<file path="config.mk">
export PLATFORM = sky130hd
export DESIGN_NAME = murmur3_32_hash
export DESIGN_NICKNAME = d
export VERILOG_FILES = /design/src/design/m3h_pkg.sv /design/src/design/m3h_mul.sv /design/src/design/murmur3_32_hash.sv
export VERILOG_INCLUDE_DIRS = /design/src /design/src/design
export SDC_FILE = /design/constraint.sdc
export NUM_CORES = 2
export LEC_CHECK = 0
export BUFFER_PORTS_ARGS = -buffer_cell sky130_fd_sc_hd__buf_2
export CORE_MARGIN = 2
export CORE_UTILIZATION = 25
export CTS_CLUSTER_DIAMETER = 200
export CTS_CLUSTER_SIZE = 24
export DETAILED_ROUTE_END_ITERATION = 10
export GPL_ROUTABILITY_DRIVEN = 1
export PLACE_DENSITY_LB_ADDON = 0.12
export SETUP_SLACK_MARGIN = 0.05
export SLEW_MARGIN = 0
export SYNTH_ARGS = -nofsm -noshare
export SYNTH_HDL_FRONTEND = slang
export SYNTH_HIERARCHICAL = 1
export SYNTH_SLANG_ARGS = --single-unit
</file>
<file path="constraint.sdc">
create_clock -name clock -period 9.3 [get_ports clock]
set_input_delay 0.93 -clock clock [delete_from_list [all_inputs] [get_ports clock]]
set_output_delay 0.93 -clock clock [all_outputs]
set_load 0.005 [all_outputs]
</file>
<file path="src/design/murmur3_32_hash_assert.svh">
// Assertion macros for the murmur3_32_hash block.
`ifndef MURMUR3_32_HASH_ASSERT_SVH
`define MURMUR3_32_HASH_ASSERT_SVH

`ifndef SYNTH

// Clocked check, masked while reset is high
`define M3H_ASSERT(lbl, clk, rst, prop, msg) \
   lbl: assert property (@(posedge clk) disable iff (rst) prop) else $error(msg);

// Clocked check that also holds through reset
`define M3H_ASSERT_ALWAYS(lbl, clk, prop, msg) \
   lbl: assert property (@(posedge clk) prop) else $error(msg);

`else

`define M3H_ASSERT(lbl, clk, rst, prop, msg)

`define M3H_ASSERT_ALWAYS(lbl, clk, prop, msg)

`endif

`endif

</file>
<file path="src/design/m3h_pkg.sv">
// Shared widths and hash constants for the murmur3_32_hash block.
package m3h_pkg;

   localparam int WORD_W = 32;
   localparam int CNT_W  = 3;

   // Scramble and mixing constants
   localparam logic [WORD_W-1:0] C1        = 32'hcc9e2d51;
   localparam logic [WORD_W-1:0] C2        = 32'h1b873593;
   localparam logic [WORD_W-1:0] BLOCK_ADD = 32'he6546b64;
   localparam logic [WORD_W-1:0] FMIX_M1   = 32'h85ebca6b;
   localparam logic [WORD_W-1:0] FMIX_M2   = 32'hc2b2ae35;
   localparam logic [WORD_W-1:0] SEED_RESET = 32'd1234;

   // Byte counts
   localparam logic [CNT_W-1:0] BYTES_FULL = 3'd4;

endpackage

</file>
<file path="src/design/m3h_mul.sv">
// Shared 32x32 multiplier with a registered low-word product.
module m3h_mul
   import m3h_pkg::*;
(
   input  logic              clock,
   input  logic              mul_en,
   input  logic [WORD_W-1:0] op_a,
   input  logic [WORD_W-1:0] op_b,
   output logic [WORD_W-1:0] prod
);

   logic [2*WORD_W-1:0] full_prod;
   logic [WORD_W-1:0]   prod_ff;
   logic [WORD_W-1:0]   prod_in;

   // Only the low word is kept (arithmetic mod 2^32)
   assign full_prod = op_a * op_b;
   assign prod_in   = full_prod[WORD_W-1:0];

   // Product holds while the unit is not enabled
   always_ff @(posedge clock) begin
      if (mul_en) begin
         prod_ff <= prod_in;
      end
   end

   assign prod = prod_ff;

endmodule

</file>
<file path="src/design/murmur3_32_hash.sv">
// MurmurHash3 x86_32 over a word stream: input channel (req_), result channel (rsp_),
// seed register (csr_).
//
// Each req_ transfer carries one little-endian word of a message; req_tlast marks the
// final word, whose byte count (0 to 4, above 4 taken as 4) is in req_tuser. Earlier
// words always count as four bytes. The seed is sampled at the first word of a message.
// One rsp_ transfer with the finished hash follows each final word.
//
// Schedule: one shared 32x32 multiplier does both scramble multiplies and both finalizer
// multiplies, in turn. A non-final word passes the steps multiply, multiply, fold. A final
// word with four bytes then goes on to the finalizer; one with one to three bytes skips the
// fold, and an empty one goes straight to the finalizer. req_tready is high only while the
// sequencer is idle; a result waiting in the output register does not block new words.
// If the receiver stalls, the next result waits in the last finalizer step until the
// output register is free.
//
// Reset (synchronous, active high) closes any open message, drops a pending result
// and restores the seed to 1234.
module murmur3_32_hash
   import m3h_pkg::*;
(
   input  logic              clock,
   input  logic              reset,
   // seed register write
   input  logic              csr_we,
   input  logic [WORD_W-1:0] csr_wdata,
   // input words
   input  logic              req_tvalid,
   output logic              req_tready,
   input  logic [WORD_W-1:0] req_tdata,   // [31:0] data_word
   input  logic [CNT_W-1:0]  req_tuser,   // [2:0] valid_bytes
   input  logic              req_tlast,   // last_item
   // hash results
   output logic              rsp_tvalid,
   input  logic              rsp_tready,
   output logic [WORD_W-1:0] rsp_tdata    // [31:0] hash_value
);

`include "murmur3_32_hash_assert.svh"

   typedef enum logic [2:0] {
      ST_IDLE,
      ST_MUL2,
      ST_FOLD,
      ST_FIN,
      ST_FM1,
      ST_FM2
   } state_type;

   state_type         state_ff, state_in;
   logic [WORD_W-1:0] seed_ff, seed_in;
   logic [WORD_W-1:0] hash_ff, hash_in;
   logic [WORD_W-1:0] total_ff, total_in;
   logic              in_msg_ff, in_msg_in;
   logic              last_ff, last_in;
   logic              full_ff, full_in;
   logic              tail_ff, tail_in;
   logic              rsp_valid_ff, rsp_valid_in;
   logic [WORD_W-1:0] rsp_data_ff, rsp_data_in;

   logic              req_xfer;
   logic [CNT_W-1:0]  nbytes_sat;
   logic [WORD_W-1:0] word_masked;
   logic [WORD_W-1:0] total_base;
   logic [WORD_W-1:0] fold_x;
   logic [WORD_W-1:0] fold_r;
   logic [WORD_W-1:0] fin_x;
   logic [WORD_W-1:0] fin_y;
   logic [WORD_W-1:0] fm1_y;
   logic [WORD_W-1:0] fm2_y;
   logic              out_free;

   logic              mul_en;
   logic [WORD_W-1:0] mul_a;
   logic [WORD_W-1:0] mul_b;
   logic [WORD_W-1:0] mul_p;

   // Keep only the valid low bytes of a tail word
   function automatic logic [WORD_W-1:0] tail_mask(input logic [CNT_W-1:0] n);
      logic [WORD_W-1:0] m;
      unique case (n)
         3'd1:    m = 32'h0000_00ff;
         3'd2:    m = 32'h0000_ffff;
         3'd3:    m = 32'h00ff_ffff;
         default: m = 32'hffff_ffff;
      endcase
      return m;
   endfunction

   m3h_mul u_mul (
      .clock  (clock),
      .mul_en (mul_en),
      .op_a   (mul_a),
      .op_b   (mul_b),
      .prod   (mul_p)
   );

   assign req_tready = (state_ff == ST_IDLE);
   assign req_xfer   = req_tvalid && req_tready;
   assign out_free   = !rsp_valid_ff || rsp_tready;

   // Byte count of this word: non-final words are full, counts above four saturate
   assign nbytes_sat  = (!req_tlast || req_tuser > BYTES_FULL) ? BYTES_FULL : req_tuser;
   assign word_masked = req_tdata & tail_mask(nbytes_sat);
   assign total_base  = in_msg_ff ? total_ff : '0;

   // Block fold: h ^= k; rotl 13; h*5 + constant
   assign fold_x = hash_ff ^ mul_p;
   assign fold_r = {fold_x[WORD_W-14:0], fold_x[WORD_W-1:WORD_W-13]};

   // Finalizer steps around the two multiplies
   assign fin_x = hash_ff ^ (tail_ff ? mul_p : '0) ^ total_ff;
   assign fin_y = fin_x ^ (fin_x >> 16);
   assign fm1_y = mul_p ^ (mul_p >> 13);
   assign fm2_y = mul_p ^ (mul_p >> 16);

   // Multiplier operand select
   always_comb begin
      mul_en = 1'b0;
      mul_a  = word_masked;
      mul_b  = C1;
      unique case (state_ff)
         ST_IDLE: begin
            mul_en = req_xfer;
         end
         ST_MUL2: begin
            mul_en = 1'b1;
            mul_a  = {mul_p[WORD_W-16:0], mul_p[WORD_W-1:WORD_W-15]};
            mul_b  = C2;
         end
         ST_FIN: begin
            mul_en = 1'b1;
            mul_a  = fin_y;
            mul_b  = FMIX_M1;
         end
         ST_FM1: begin
            mul_en = 1'b1;
            mul_a  = fm1_y;
            mul_b  = FMIX_M2;
         end
         ST_FOLD, ST_FM2: begin
            mul_en = 1'b0;
         end
      endcase
   end

   // Sequencer next state
   always_comb begin
      state_in     = state_ff;
      seed_in      = csr_we ? csr_wdata : seed_ff;
      hash_in      = hash_ff;
      total_in     = total_ff;
      in_msg_in    = in_msg_ff;
      last_in      = last_ff;
      full_in      = full_ff;
      tail_in      = tail_ff;
      rsp_valid_in = rsp_valid_ff && !rsp_tready;
      rsp_data_in  = rsp_data_ff;
      unique case (state_ff)
         ST_IDLE: begin
            if (req_xfer) begin
               hash_in   = in_msg_ff ? hash_ff : seed_ff;
               total_in  = total_base + {{(WORD_W-CNT_W){1'b0}}, nbytes_sat};
               in_msg_in = 1'b1;
               last_in   = req_tlast;
               full_in   = (nbytes_sat == BYTES_FULL);
               tail_in   = (nbytes_sat != BYTES_FULL) && (nbytes_sat != '0);
               state_in  = (nbytes_sat != '0) ? ST_MUL2 : ST_FIN;
            end
         end
         ST_MUL2: begin
            state_in = full_ff ? ST_FOLD : ST_FIN;
         end
         ST_FOLD: begin
            hash_in  = (fold_r << 2) + fold_r + BLOCK_ADD;
            state_in = last_ff ? ST_FIN : ST_IDLE;
         end
         ST_FIN: begin
            state_in = ST_FM1;
         end
         ST_FM1: begin
            state_in = ST_FM2;
         end
         ST_FM2: begin
            if (out_free) begin
               rsp_valid_in = 1'b1;
               rsp_data_in  = fm2_y;
               hash_in      = fm2_y;
               in_msg_in    = 1'b0;
               state_in     = ST_IDLE;
            end
         end
      endcase
   end

   // State and registered outputs
   always_ff @(posedge clock) begin
      if (reset) begin
         state_ff     <= ST_IDLE;
         seed_ff      <= SEED_RESET;
         total_ff     <= '0;
         in_msg_ff    <= 1'b0;
         rsp_valid_ff <= 1'b0;
      end else begin
         state_ff     <= state_in;
         seed_ff      <= seed_in;
         total_ff     <= total_in;
         in_msg_ff    <= in_msg_in;
         rsp_valid_ff <= rsp_valid_in;
      end
      hash_ff     <= hash_in;
      last_ff     <= last_in;
      full_ff     <= full_in;
      tail_ff     <= tail_in;
      rsp_data_ff <= rsp_data_in;
   end

   assign rsp_tvalid = rsp_valid_ff;
   assign rsp_tdata  = rsp_data_ff;

   // Checks
   `M3H_ASSERT(a_busy_after_xfer, clock, reset, req_xfer |=> !req_tready,
      "block still ready after taking a word")
   `M3H_ASSERT(a_empty_to_fin, clock, reset,
      req_xfer && req_tlast && (req_tuser == '0) |=> (state_ff == ST_FIN),
      "empty final word did not go straight to the finalizer")
   `M3H_ASSERT(a_rsp_from_fm2, clock, reset, $rose(rsp_tvalid) |-> $past(state_ff == ST_FM2),
      "result raised outside the last finalizer step")
   `M3H_ASSERT(a_busy_in_msg, clock, reset, (state_ff != ST_IDLE) |-> in_msg_ff,
      "sequencer busy with no open message")

endmodule

</file>
After elaboration in Yosys (flattened, before gate mapping)
Index checks and enable logic that the tools add are counted.

Input port bits: 73. Logic and storage cells: 77. Output and inout bits: 34. Register bits after elaboration: 168.

Bitwise logic cells: 7. Equal/unequal tests: 13. Magnitude comparators: 1. $add $sub $neg: 3. Mux-type cells: 22. Reduce and logical (&&, ||, !) cells: 19. $mul: 1.

Operator list (count): one-hot mux 32 bit (3 select lines) (4); two-way mux 32 bit (5); XOR 32 bit (3); XOR 32 x 16 -> 32 bit (2); adder 32 x 3 -> 32 bit (1); adder 32 bit (1); adder 32 bit, second input constant (1); AND 32 bit (1); multiplier 32 x 32 -> 32 bit (1); XOR 32 x 19 -> 32 bit (1); one-hot mux 3 bit (6 select lines) (1); == test 3 x 2 -> 1 bit, second input constant (4); == test 3 bit, second input constant (3); two-way mux 3 bit (3); == test 3 x 1 -> 1 bit, second input constant (2); AND reduction 2 bit (3); nonzero test 3 bit (2); two-way mux 1 bit (5); two-way mux 2 bit (2); inequality test 2 bit, second input constant (2); AND reduction 4 bit (1); > comparator 3 bit, second input constant (1); logical AND 1 bit (3); zero test 1 bit (3); other kinds (10) (11).

Longest topological paths before layout
Word-level depth: 8. Gate-level depth with buffers: 34.

By module
The synthesis kept the hierarchy.

By module, submodules not included: m3h_mul (times used 1, sequential area each 960.9 sq um, cells each 1744, area each 16763.6 sq um); murmur3_32_hash (times used 1, sequential area each 3393.3 sq um, cells each 1155, area each 9932.0 sq um).

Worst setup path before layout
No wires, ideal clock.

Path kind: input-to-reg. Start: input req_tlast. End: register u_mul.prod_ff[29] (netlist: u_mul/prod[29]) (data pin). Stages: 26. Arrival: 8.313 ns. Path buffers: 1. Required time: 9.041 ns. Slack: 0.728 ns. Library setup time: 0.259 ns. Cell sequence: nor2b_1 nand2_1 xnor2_1 a21oi_1 a211oi_1 clkbuf_1 and2_1 fa_1 inv_1 fa_1 fa_1 fa_1 inv_1 fa_1 fa_1 fa_1 fa_1 ha_1 and3_4 a31oi_1 o21ai_1 a2111oi_4 a21boi_2 a31oi_2 nor3b_1 a211o_1.

Word-level cells in the longest chain between the ends: 8. Elaborated cells on any way between the ends: 10. Those cells by class: mul (1); eq/ne (3); mux (3); bitwise (1); reduce/logical (2).

RTL lines: from (decl) (line murmur3_32_hash.sv:32) `input logic req_tlast,`; zero test 1 bit (*) (line murmur3_32_hash.sv:103) `assign nbytes_sat = (!req_tlast || req_tuser > BYTES_FULL) ? BYTES_FULL : req_tuser;`; logical OR 1 bit (*) (line murmur3_32_hash.sv:103); two-way mux 3 bit (*) (line murmur3_32_hash.sv:103); == test 3 x 2 -> 1 bit / == test 3 x 1 -> 1 bit (equally long branches) (line murmur3_32_hash.sv:81) `unique case (n)`; one-hot mux 32 bit (3 select lines) (*) (line murmur3_32_hash.sv:81); AND 32 bit (*) (line murmur3_32_hash.sv:104) `assign word_masked = req_tdata & tail_mask(nbytes_sat);`; one-hot mux 32 bit (3 select lines) (*) (line murmur3_32_hash.sv:122) `unique case (state_ff)`; net mul_a[19] (line murmur3_32_hash.sv:74) `logic [WORD_W-1:0] mul_a;`; multiplier 32 x 32 -> 32 bit (*) (line m3h_mul.sv:17) `assign full_prod = op_a * op_b;`; net u_mul.full_prod[29] (line m3h_mul.sv:12) `logic [2*WORD_W-1:0] full_prod;`; to (signal assigned) (line m3h_mul.sv:23) `prod_ff <= prod_in;`; to (decl) (line m3h_mul.sv:13) `logic [WORD_W-1:0] prod_ff;`.

Mark *: on every way through the listed nets, which the timed path passes. The rest lies on a longest branch. A chain may end at the register's enable or synchronous reset.

Worst setup path after layout
Start: register state_ff[0]. End: register u_mul.prod_ff[30] (netlist: u_mul/prod[30]) (data pin).

Word-level cells in the longest chain between the ends: 3. Elaborated cells on any way between the ends: 6. Those cells by class: mul (1); eq/ne (3); mux (2).

RTL lines: from (decl) (line murmur3_32_hash.sv:50) `state_type state_ff, state_in;`; from (signal assigned) (line murmur3_32_hash.sv:205) `state_ff <= state_in;`; == test 3 bit (tied with other cells) (line murmur3_32_hash.sv:122); one-hot mux 32 bit (3 select lines) (*) (line murmur3_32_hash.sv:122); net mul_b[15] (line murmur3_32_hash.sv:75) `logic [WORD_W-1:0] mul_b;`; multiplier 32 x 32 -> 32 bit (*) (line m3h_mul.sv:17); net u_mul.full_prod[30] (line m3h_mul.sv:12).

Marked as above.

==> summary.md <==
| Metric | Value |
|---|---|
| Status | finished, final reports clean |
| Initial DRT Pass Iterations | 7 |
| Post-CTS Setup Inserts | 0 |
| CP startpoint kind | flop |
| Fin area | about 30000 um^2 |
| Hold Vio Cnt, Final | 0 |
| Critical Path End Type | flop |
| Nets | 3667 |
| Initial drt markers | around 1500 |
| EDFF count, synth | 99 |
| Main synth FF type | edfxtp_1 |
| IO Pins | 107 |
| Post-detail-place hpwl | between 70000 and 80000 um |
| CTS tree | done |
| Initial Util | between 20% and 30% |
| Area of placed instances | around 30000 um^2 |
| Max transition margin | 19.3% |
| Maximum clock frequency | 114 MHz |
| Worst-skew pair later-pin latency | 0.46 ns |
| Layout area overhead | 12.5% |
| Initial antenna violation count | 6 |
| Vias in the first global route | roughly 22000 |
| Avg Synthesized Cell Area | between 9 and 10 um^2 |
| Worst Setup Path Type | reg -> reg |
| Global-route wire length before repair | between 100000 and 150000 um |
| Total wire length | about 100000 um |
| Top-area cell type share of the netlist area | a little under a third |
| DRC | 0 |
| Post-synthesis register bit count | ~170 |
| Count leader, synth | inv_1 |
| FF-to-FF Start | state_ff[0] |
| Post_cts resized | 0 |
| Min Tclk post-route | approximately 9 ns |
| Final ANT Viol Nets | 0 |
| H-tree Lvls | 4 |
| Post-layout util | between 20 and 30% |
| Chip height | ~330 um |
| Worst Path Required | ~9.5 ns |
| Syn Inst Count | ~2900 |
| Count of cell types in the netlist | 77 |
| Hold Crit Start | seed_ff[0] |
| Clk buf depth | 2 |
| Global Route Usage Sum | 18.4% |
| Synthesis warning total | 6 |
| CP most frequent cell | fa_1 |
| Synth cell count leaders | 421 x inv_1, 410 x fa_1, 378 x and2_1 |
| Synth Cell Area | 26700 um^2 |
| Final period util | 94.5% |
| Largest net degree at the start of global routing | 70 |
| Final WS setup | 0.513 ns |
| Unrepaired setup endpoints after global routing | no |
| Full die area | roughly 110000 um^2 |
| Core area | around 110000 um^2 |
| Rows | ~120 |
| Seq/Total Area, Yosys | approximately 16% |
| Root buffer cell | clkbuf_16 |
| Worst Path Arrival | around 9 ns |
| Gr ovfl total | 0 |
| Slew Limit Fails | 0 |
| Worst slack, placed | -0.242 ns |
| Reg2reg setup slack | 0.51 ns |
| Vias per inst | 4.60 |
| Crit path max-delay cell type | fa_1 |
| Clk pin slew, worst setup/hold paths | around 0.080 ns |
| Global placement routability congestion | 0.869 |
| Share of post-route cells with drive strength above 1 | roughly a tenth |
| Number of CTS-inserted buffers | 17 |
| Slew @ Worst Pin | 1.21 ns |
| WL/cell | ~22 um |
| Synth top area cells | fa_1 31%, edfxtp_1 11%, and2_1 8.9%, ha_1 8.5%, inv_1 5.9% |
| Worst-path fanout max | 30 |
| Clk sinks | roughly 170 |
| Max Cap Viol | 0 |
| Worst hold path class | reg -> reg |
| Setup_tns | 0 ns |
| Die outline width | around 330 um |
| Crit-path max cell delay | roughly 0.57 ns |
| # port buffers | around 110 |
| ANT cells | 0 |
| CP Launch Point | state_ff[0] |
| Count of final setup violators | 0 |
| Crit path max-delay family | adder cells |
| Post-CTS Hold Buffers | 0 |
| Via count | about 20000 |
| Clk_skew | around 0.019 ns |
| Largest area contributor in the netlist | fa_1 |
| CP bufs+invs | 6 |
| Ys async rst share | 0% |
cells in the final DEF (no fill, tap or decap), drive strengths merged, types with 5 or more instances in the layout:
cell type / netlist / routed
o21a: 10 / 10
nor2: 116 / 116
xor2: 124 / 124
o21bai: 6 / 6
nand4: 15 / 15
a21o: 24 / 24
xnor2: 163 / 163
and2: 379 / 379
fa: 410 / 410
edfxtp: 99 / 99
o22ai: 11 / 11
a22oi: 26 / 26
a21oi: 103 / 103
a222oi: 10 / 10
nand2: 309 / 309
a21boi: 5 / 5
mux2i: 29 / 29
a211oi: 15 / 15
a31oi: 6 / 6
nand2b: 12 / 12
dfxtp: 69 / 69
conb: 2 / 23
o21ai: 81 / 81
and3: 9 / 9
nand3: 18 / 18
inv: 422 / 430
nor2b: 23 / 23
ha: 181 / 181
nor3: 13 / 13
buf: 7 / 217
clkbuf: 146 / 20
a211o: 7 / 7
a221o: 6 / 6
o31ai: 7 / 7
worst reg2reg max path: stages, from the launching register on:
cell       delay [ns]
dfxtp_1          0.48
nor2b_4          0.27
and2_2           0.40
inv_2            0.27
nand2_2          0.18
buf_4            0.36
buf_6            0.34
nand2_1          0.13
fa_1             0.40
inv_1            0.07
fa_1             0.43
fa_1             0.52
inv_1            0.05
fa_1             0.47
inv_1            0.05
fa_1             0.47
fa_1             0.57
fa_1             0.43
fa_1             0.46
ha_1             0.37
or2_1            0.27
a21oi_1          0.25
nor3_1           0.13
a2bb2oi_2        0.18
a21oi_2          0.10
a311oi_2         0.52
a31oi_1          0.19
xor2_1           0.18
state kept, by name, indices dropped and copies added (netlist names):
name and flops:
hash_ff 32, rsp_tdata 32, seed_ff 32, total_ff 32
u_mul/prod 32, state_ff 3, full_ff 1, in_msg_ff 1
last_ff 1, rsp_tvalid 1, tail_ff 1
final timing paths:
path | endpoint | depth (start not counted)
hold / removal | seed_ff[0] | 2
setup / recovery | u_mul/prod[30] | 27
hold reg to reg | seed_ff[0] | 2
setup reg to reg | u_mul/prod[30] | 27
cells by family (layout without fill, tap and decap cells):
logic type	Yosys count	in the layout	synth area share (%)
AND/OR/NAND/NOR	911	911	17.6
other	2	23	0.0281
buffers and inverters	576	672	8.18
flip-flops	168	168	16.3
XOR/XNOR	287	287	9.42
AO/OA/AOI/OAI	334	334	8.09
multiplexers	30	30	1.13
adder cells (fa/ha/maj)	591	591	39.2
metrics by stage:
step           hold WS, ns  instances
2_1_floorplan        0.424       2920
3_3_place_gp         0.477       4375
3_5_place_dp         0.486       4375
4_1_cts              0.498       4407
5_1_grt              0.541       4407
6_report             0.504       4407
cell type report:
class	count	area, um^2
clock buffer	20	457
clock inverter	12	104
fill	11300	75500
inverter	423	1590
multi-input combinational	2176	20300
sequential	168	4360
tap	1391	1740
timing repair buffer	217	1460
metal layers:
layer / wire [um] / track usage [%]
met1: 47800 / 27.0
met2: 45300 / 30.1
met3: 3940 / 1.72
met4: 1270 / 2.64
met5: 0 / 0
Power is not shown: default switching activity piles up to over one toggle a cycle in this logic, so the estimate is an artifact.
